===== config.mk =====
export PLATFORM = sky130hd
export DESIGN_NAME = pps_controller
export DESIGN_NICKNAME = d
export VERILOG_FILES = /design/src/rtl/core/perspective_project_to_screen_macros.svh /design/src/rtl/core/pps_pkg.sv /design/src/rtl/core/pps_controller.sv
export SDC_FILE = /design/constraint.sdc
export NUM_CORES = 1
export LEC_CHECK = 0
export ABC_CLOCK_PERIOD_IN_PS = 2200
export BUFFER_PORTS_ARGS = -buffer_cell sky130_fd_sc_hd__buf_2
export CORE_UTILIZATION = 29
export DETAILED_ROUTE_END_ITERATION = 10
export PLACE_DENSITY = 0.51
export SLEW_MARGIN = 20
export SYNTH_ARGS = -nofsm -noshare
export SYNTH_HDL_FRONTEND = slang
export SYNTH_SLANG_ARGS = --single-unit
export TNS_END_PERCENT = 5

===== constraint.sdc =====
create_clock -name clk -period 2.2 [get_ports clk]
set_clock_uncertainty 0.2 [all_clocks]
set_input_delay 0.33 -clock clk [delete_from_list [all_inputs] [get_ports clk]]
set_output_delay 0.33 -clock clk [all_outputs]
set_load 0.05 [all_outputs]

===== src/rtl/core/perspective_project_to_screen_macros.svh =====
// Assertion macros for the perspective projection block.
// Used by the top level; relies on signals named clk and arst_n in the including scope.
`ifndef PERSPECTIVE_PROJECT_TO_SCREEN_MACROS_SVH
`define PERSPECTIVE_PROJECT_TO_SCREEN_MACROS_SVH

// The consequent must hold in the same cycle as the antecedent.
`define PPS_ASSERT_NOW(lbl, ante, cons, msg) \
	lbl: assert property (@(posedge clk) disable iff (!arst_n) (ante) |-> (cons)) \
		else $error(msg);

// The consequent must hold in the cycle after the antecedent.
`define PPS_ASSERT_NEXT(lbl, ante, cons, msg) \
	lbl: assert property (@(posedge clk) disable iff (!arst_n) (ante) |=> (cons)) \
		else $error(msg);

`endif


===== src/rtl/core/pps_pkg.sv =====
// Shared types and constants for the perspective projection block.
// No dependencies; used by the controller, the datapath and the top level.
package pps_pkg;

	// Request kinds.
	localparam logic [1:0] KIND_VIEW  = 2'd0;
	localparam logic [1:0] KIND_PROJ  = 2'd1;
	localparam logic [1:0] KIND_POINT = 2'd2;

	// Configuration register indexes.
	localparam logic REG_WIDTH  = 1'b0;
	localparam logic REG_HEIGHT = 1'b1;

	// Clip coordinate codes.
	localparam logic [1:0] CRD_X = 2'd0;
	localparam logic [1:0] CRD_Y = 2'd1;
	localparam logic [1:0] CRD_W = 2'd2;

	// Fixed field widths.
	localparam int COORD_W = 32;
	localparam int SCR_W   = 16;
	localparam int DIM_W   = 14;

	// Product split: the second operand is cut at bit SPLIT into a high and a low part.
	localparam int B_W     = 48;
	localparam int SPLIT   = 24;
	localparam int PROD_W  = 56;
	localparam int ACC_W   = 64;
	localparam int TERM_W  = 62;
	localparam int QUO_W   = 17;

	localparam logic signed [ACC_W-1:0] TERM_LIMIT = 64'sh1000_0000_0000_0000;

	localparam logic [DIM_W-1:0] WIDTH_RST  = 14'd1920;
	localparam logic [DIM_W-1:0] HEIGHT_RST = 14'd1080;

	localparam logic signed [SCR_W-1:0] SCR_MAX = 16'sh7fff;
	localparam logic signed [SCR_W-1:0] SCR_MIN = 16'sh8000;
	localparam logic [QUO_W-1:0] QUO_POS_LIM = 17'h07fff;
	localparam logic [QUO_W-1:0] QUO_NEG_LIM = 17'h08000;

	typedef struct packed {
		logic [1:0]                kind;
		logic [3:0]                entry_index;
		logic signed [COORD_W-1:0] entry_value;
		logic signed [COORD_W-1:0] point_x;
		logic signed [COORD_W-1:0] point_y;
		logic signed [COORD_W-1:0] point_z;
	} in_item_t;

	typedef struct packed {
		logic                    visible;
		logic signed [SCR_W-1:0] screen_x;
		logic signed [SCR_W-1:0] screen_y;
	} out_item_t;

	typedef enum logic [3:0] {
		ST_IDLE,
		ST_MUL,
		ST_TERM,
		ST_ACC,
		ST_NUM,
		ST_DINIT,
		ST_DSTEP,
		ST_DEND,
		ST_DONE
	} state_t;

	// Commands from the controller to the datapath.
	typedef struct packed {
		logic       start;
		logic       mul;
		logic [1:0] row;
		logic [1:0] col;
		logic [1:0] k;
		logic       clip;
		logic       term;
		logic       ent_first;
		logic       ent_add;
		logic       clip_init;
		logic       clip_add;
		logic       coord_store;
		logic [1:0] coord_sel;
		logic       num_calc;
		logic       div_y;
		logic       div_init;
		logic       div_step;
		logic       div_end;
		logic       out_load;
	} cmd_t;

endpackage


===== src/rtl/core/pps_controller.sv =====
// Sequencer for the perspective projection block.
// Depends on pps_pkg; drives the datapath through pps_pkg::cmd_t.
module pps_controller (
	input  logic              clk,
	input  logic              arst_n,
	input  logic              in_valid,
	input  logic [1:0]        in_kind,
	output logic              in_ready,
	output logic              out_valid,
	input  logic              out_ready,
	output pps_pkg::cmd_t     cmd
);

	localparam int STEP_W = $clog2(pps_pkg::QUO_W);

	pps_pkg::state_t state_q, state_d;
	logic [1:0]        col_q;
	logic [1:0]        row_q;
	logic [2:0]        k_q;
	logic [STEP_W-1:0] step_q;
	logic              div_y_q;
	logic              out_valid_q;
	logic              clip_prod;
	logic              last_step;
	logic              out_free;

	assign clip_prod = k_q[2];
	assign last_step = (step_q == STEP_W'(pps_pkg::QUO_W - 1));
	assign out_free  = !out_valid_q || out_ready;
	assign in_ready  = (state_q == pps_pkg::ST_IDLE);
	assign out_valid = out_valid_q;

	// State register.
	always_ff @(posedge clk or negedge arst_n) begin
		if (!arst_n) begin
			state_q <= pps_pkg::ST_IDLE;
		end else begin
			state_q <= state_d;
		end
	end

	// Next state and datapath commands.
	always_comb begin
		state_d       = state_q;
		cmd           = '0;
		// Row order 0 is matrix row 3 (the constant w term), then rows 0 to 2.
		cmd.row       = (row_q == 2'd0) ? 2'd3 : row_q - 2'd1;
		cmd.col       = (col_q == pps_pkg::CRD_W) ? 2'd3 : col_q;
		cmd.k         = k_q[1:0];
		cmd.clip      = clip_prod;
		cmd.coord_sel = col_q;
		cmd.div_y     = div_y_q;
		case (state_q)
			pps_pkg::ST_IDLE: begin
				if (in_valid && in_kind == pps_pkg::KIND_POINT) begin
					cmd.start = 1'b1;
					state_d   = pps_pkg::ST_MUL;
				end
			end
			pps_pkg::ST_MUL: begin
				cmd.mul = 1'b1;
				state_d = pps_pkg::ST_TERM;
			end
			pps_pkg::ST_TERM: begin
				cmd.term = 1'b1;
				state_d  = pps_pkg::ST_ACC;
			end
			pps_pkg::ST_ACC: begin
				state_d = pps_pkg::ST_MUL;
				if (!clip_prod) begin
					cmd.ent_add   = 1'b1;
					cmd.ent_first = (k_q == 3'd0);
					cmd.clip_init = (k_q == 3'd3) && (row_q == 2'd0);
				end else begin
					cmd.clip_add = 1'b1;
					if (row_q == 2'd3) begin
						cmd.coord_store = 1'b1;
						if (col_q == pps_pkg::CRD_W) begin
							state_d = pps_pkg::ST_NUM;
						end
					end
				end
			end
			pps_pkg::ST_NUM: begin
				cmd.num_calc = 1'b1;
				state_d      = pps_pkg::ST_DINIT;
			end
			pps_pkg::ST_DINIT: begin
				cmd.div_init = 1'b1;
				state_d      = pps_pkg::ST_DSTEP;
			end
			pps_pkg::ST_DSTEP: begin
				cmd.div_step = 1'b1;
				if (last_step) begin
					state_d = pps_pkg::ST_DEND;
				end
			end
			pps_pkg::ST_DEND: begin
				cmd.div_end = 1'b1;
				state_d     = div_y_q ? pps_pkg::ST_DONE : pps_pkg::ST_NUM;
			end
			pps_pkg::ST_DONE: begin
				if (out_free) begin
					cmd.out_load = 1'b1;
					state_d      = pps_pkg::ST_IDLE;
				end
			end
			default: begin
				state_d = pps_pkg::ST_IDLE;
			end
		endcase
	end

	// Product, row, column and divide step counters.
	always_ff @(posedge clk or negedge arst_n) begin
		if (!arst_n) begin
			col_q   <= '0;
			row_q   <= '0;
			k_q     <= '0;
			step_q  <= '0;
			div_y_q <= 1'b0;
		end else begin
			if (cmd.start) begin
				col_q   <= '0;
				row_q   <= '0;
				k_q     <= '0;
				div_y_q <= 1'b0;
			end
			if (cmd.ent_add) begin
				if (k_q == 3'd3) begin
					if (row_q == 2'd0) begin
						row_q <= 2'd1;
						k_q   <= '0;
					end else begin
						k_q <= 3'd4;
					end
				end else begin
					k_q <= k_q + 3'd1;
				end
			end
			if (cmd.clip_add) begin
				k_q <= '0;
				if (row_q == 2'd3) begin
					row_q <= '0;
					col_q <= col_q + 2'd1;
				end else begin
					row_q <= row_q + 2'd1;
				end
			end
			if (cmd.div_init) begin
				step_q <= '0;
			end else if (cmd.div_step) begin
				step_q <= step_q + STEP_W'(1);
			end
			if (cmd.div_end) begin
				div_y_q <= 1'b1;
			end
		end
	end

	// Output valid flag.
	always_ff @(posedge clk or negedge arst_n) begin
		if (!arst_n) begin
			out_valid_q <= 1'b0;
		end else if (cmd.out_load) begin
			out_valid_q <= 1'b1;
		end else if (out_ready) begin
			out_valid_q <= 1'b0;
		end
	end

endmodule


# Word level (Yosys, flattened, before mapping)
# Index checks and enable logic that the tools add are counted.
[word_totals]
register_bits = 18
elab_cells = 84
[classes]
add_sub_neg = 5
eq_ne = 16
n_mux = 44
n_reduce_logical = 12
[ops]
columns = ["operator", "n"]
rows = [
  ["4-bit one-hot mux with 9 select lines", 1],
  ["2-bit 2-to-1 mux", 12],
  ["4-bit 2-to-1 mux", 6],
  ["3-bit 2-to-1 mux", 7],
  ["4-bit by 3-bit equality test with 1-bit output, second input constant", 4],
  ["1-bit 2-to-1 mux", 15],
  ["5-bit 2-to-1 mux", 3],
  ["4-bit by 2-bit equality test with 1-bit output, second input constant", 2],
  ["2-bit equality test, second input constant", 3],
  ["2-bit nonzero test", 3],
  ["5-bit by 1-bit adder with 5-bit output, second input constant", 1],
  ["5-bit equality test, second input constant", 1],
  ["2-bit by 1-bit adder with 2-bit output, second input constant", 2],
  ["4-bit by 1-bit equality test with 1-bit output, second input constant", 1],
  ["4-bit equality test, second input constant", 1],
  ["4-bit logical NOT", 1],
  ["2-bit inequality test, second input constant", 2],
  ["3-bit by 1-bit adder with 3-bit output, second input constant", 1],
  ["3-bit by 2-bit equality test with 1-bit output, second input constant", 1],
  ["3-bit logical NOT", 1],
  ["3-bit AND reduction", 1],
  ["3-bit nonzero test", 1],
  ["1-bit logical AND", 2],
  ["2-bit logical NOT", 1],
  ["other kinds (4)", 4],
]

# Longest topological paths before layout
[depth]
word_depth = 9
depth_mapped = 5
depth_no_buf = 5

# Least setup slack after synthesis
# OpenSTA, ideal clock, no wires.
[synth_timing]
path_kind = "flip-flop to flip-flop"
from = "reg k_q[0]"
to = "reg row_q[1]"
setup_time_ns = 0.186
t_arrival_ns = 2.325
required_ns = 1.814
path_slack_ns = -0.510
path_stages_with_launch = 5
n_path_buf = 0
period_less_slack_ns = 2.710
cell_sequence = "dfrtp_1 -> ha_1 -> nand2_1 -> nor3_1 -> o31ai_1"
[synth_via]
elab_chain_cells = 4
[synth_lines]
columns = ["element", "line_no", "text"]
rows = [
  ["start: declaration", "pps_controller.sv:19", "logic [2:0] k_q;"],
  ["start signal: assignment", "pps_controller.sv:138", "k_q <= k_q + 3'd1;"],
  ["3-bit by 2-bit equality test with 1-bit output", "pps_controller.sv:130", "if (k_q == 3'd3) begin"],
  ["2-bit 2-to-1 mux", "pps_controller.sv:130", ""],
  ["2-bit 2-to-1 mux", "pps_controller.sv:129", "if (cmd.ent_add) begin"],
  ["2-bit 2-to-1 mux", "pps_controller.sv:141", "if (cmd.clip_add) begin"],
  ["end signal: assignment", "pps_controller.sv:147", "row_q <= row_q + 2'd1;"],
  ["end: declaration", "pps_controller.sv:18", "logic [1:0] row_q;"],
]
# No other way between the ends.
# A chain may end at the register's enable or synchronous reset.

==> impl_results.md <==
- CTS max path bufs: 2
- # DRC: 0
- Final non-filler cell area: between 1000 and 1500 sq um
- Number of iterations in the first detailed-routing pass: 4
- Die ar.: 4230 sq um
- Hold Path Origin: out_ready
- Gate power share: roughly 55%
- Post-Layout Cell Count: 207
- Seq/Total Area, Yosys: roughly two fifths
- Postcts setup bufs: 0
- Leakage: 0.732 nW
- Largest net degree at the start of global routing: 19
- IO buf count: 30
- Synth warn: 0
- GP Congestion: 0.828
- Worst Path Buf+Inv: 3
- Final HPWL DP: 1950 microns
- Post-Route WL: 2710 microns
- Reg2reg end: k_q[0]$_DFFE_PN0P_
- R2R cell count: 4
- Critical Path RT: 1.67 ns
- Final count of hold timing violations: 0
- Ant diodes: 0
- Final worst-path cycle share: 98.4%
- Min-Delay Path Class: input port to flop
- CTS Root Cell: clkbuf_8
- Critical Path Sink Type: output port
- Starting Density: a little under a third
- CTS tree: yes
- Row cnt: 22
- Vias in the first global route: 997
- Share of cells above drive strength 1: 32.7%
- Sequential Power Share: 27.7%
- # placed instances: 202
- Switching Share: 49.6%
- PD cells: ~1100 nW/um^2
- Synthesized Nets: about 140
- Clk_lat worst skew: about 0.25 ns
- Top-area cell type share of the netlist area: a little under 40%
- First-pass GRT wire length: around 4500 microns
- Mapped cell area: 1150 sq um
- R2R setup slack: 0.49 ns
- I/O pins: 31
- Status: finished, final reports clean
- Syn-to-layout area delta: 27.8%
- CP peak stage delay: 0.57 ns
- Final setup fails: 0
- Post-synth top flop: dfrtp_1
- CTS buffer count: 3
- Gate Count Post-Synth: 127
- Fin crit period: 2.16 ns
- Type of the worst setup path: flop to output port
- Routed wire per std cell: 13.1 microns
- Hold Path Stages: 3
- Unrepaired setup endpoints after global routing: yes
- Crit-path cells: or4_4, clkinv_2, nand2_2, inv_1, buf_6
- VDD IR-drop max: 0.772 mV
- Post-Route Setup TNS: 0 ns
- Maximum fanout along the worst path: 5
- Crit path max-delay family: simple AND/OR/NAND/NOR gates
- Post-synth EDFFs: 0
- Via density: just under 5
- Total number of vias: slightly above 1,000
- Slowest CP cell: or4_4
- NumNets Final: about 170
- Yosys cell types: 41
- Critical Path AT: 1.63 ns
- Sink Count: 18
- FF+latch count, synth: 18
- Antenna Violating Nets Remaining: 0
- Power consumption: roughly 1.6 mW
- Initial antenna violation count: 0
- Synth area leaders: dfrtp_1, ha_1, inv_1
- FF-to-FF Start: state_q[1]$_DFFE_PN0P_
- Die Wd: ~65 microns
- Slew Limit Fails: 0
- Internal power: 814 uW
- Avg Cell Area, Syn: 9.06 sq um
- Hold path endpoint: out_valid$_DFFE_PN0P_
- Post-placement cell area: 1370 sq um
- GRT Overall Usage: between 10% and 20%
- Grt ovf: 0
- H-tree Lvls: 1
- Asr flop ratio synth: between 90% and 100%
- Clock share of power: around 18%
- Die span in y: 65 microns
- Hold slack final: 0.176 ns
- Biggest area consumer among synthesized cells: dfrtp_1
- Total core area: 3740 sq um
- Clock transition at path regs: 0.07 ns
- Max-Cap Viols: 0
- Least-Margin Pin Slew: about 0.43 ns
- Maximum clock frequency: 462 MHz
- Max-slew headroom: between 70% and 80%
- # fillers: 410
- DRT iter0 DRCs: 33
- Crit path launch type: flop
- Sw power: about 800 uW
[final cells by class]
type	count	area, sq um	area share (%)
repair buffers	36	225	15.3
flip-flops and latches	18	450	30.6
clock buffers	4	55.1	3.74
inverters	14	53.8	3.66
multi-input cells	87	627	42.6
well taps	48	60.1	4.08
[synthesized netlist by cell type (all sizes together), types with 4 or more instances]
cell type / number
nor3: 6
clkbuf: 4
dfrtp: 18
o21ai: 7
ha: 8
nand2: 8
nand2b: 5
nor2: 8
buf: 4
a21oi: 5
inv: 13
[kinds of logic (layout without fill, tap and decap cells)]
| family | Yosys count | in the layout | synth area share, % |
|---|---|---|---|
| and+or+nand+nor | 50 | 50 | 26.3 |
| AOI/OAI and AO/OA | 27 | 27 | 16.2 |
| buffers and inverters | 22 | 54 | 7.93 |
| DFF | 18 | 18 | 39.1 |
| adders and majority gates | 8 | 8 | 8.70 |
| muxes | 2 | 2 | 1.74 |
[per-layer routing]
metal  global-route usage (%)  routed length [microns]  up-vias
met2                     21.5                     1290       21
met4                     5.00                       17        0
li1                         -                        -      509
met3                     1.58                       84        2
met5                        0                        0        -
met1                     18.8                     1320      491
[state kept, by name, indices dropped and copies added (netlist names)]
| signal | cells |
|---|---|
| col_q | 2 |
| div_y_q | 1 |
| k_q | 3 |
| out_valid | 1 |
| row_q | 2 |
| state_q | 4 |
| step_q | 5 |
[through the flow]
stage,util (%),setup WS (ns)
floorplan,-,-0.417
global placement,36.5,0.264
detailed placement,36.5,0.218
CTS,38.7,0.00306
global route,39.3,-0.0325
finish,39.3,0.0356
[cells in the final DEF, fill, tap and decap left out, types with 3 or more instances in the layout]
cell      synthesis  routed
a21oi_1           5       5
buf_2             3      22
buf_4             1       8
clkbuf_4          0       3
clkbuf_8          0       4
dfrtp_1          18      18
ha_1              8       8
inv_1            13      13
nand2_1           7       7
nand2b_1          5       4
nand3_1           3       3
nand3b_1          3       3
nor2_1            8       6
nor3_1            6       5
o21ai_0           7       7
o22ai_1           3       3
[how the worst max path moves through the flow]
stage	start	end	cells past startpoint
final	state_q[1]$_DFFE_PN0P_	cmd[22]	5
after global routing	state_q[1]$_DFFE_PN0P_	cmd[22]	5
after CTS	state_q[1]$_DFFE_PN0P_	cmd[22]	5
after detailed placement	state_q[3]$_DFFE_PN0P_	cmd[12]	4
after global placement	state_q[1]$_DFFE_PN0P_	cmd[22]	5
after floorplan	k_q[2]$_DFFE_PN0P_	cmd[12]	3
[worst register-to-register path: stages, from the launching register on]
cell and delay [ns]:
dfrtp_1 0.41, or4_4 0.57, clkinv_2 0.09, nand2_2 0.08, a32o_1 0.27
[power by group through the flow]
stage	combinational (mW)	clock (mW)	sequential [mW]
floorplan	0.584	0	0.520
global placement	0.855	0	0.447
detailed placement	0.858	0	0.450
CTS	0.872	0.287	0.449
global route	0.954	0.296	0.458
finish	0.885	0.282	0.448
[repair_timing]
| action | 4_1_cts | 5_1_grt |
|---|---|---|
| hold endpoints to repair | 18 | 0 |
| hold buffers | 1 | 0 |
| gates resized for setup | 6 | 9 |
| setup endpoints to repair | 5 | 7 |
Note: power is estimated with default switching activity, not from simulation.
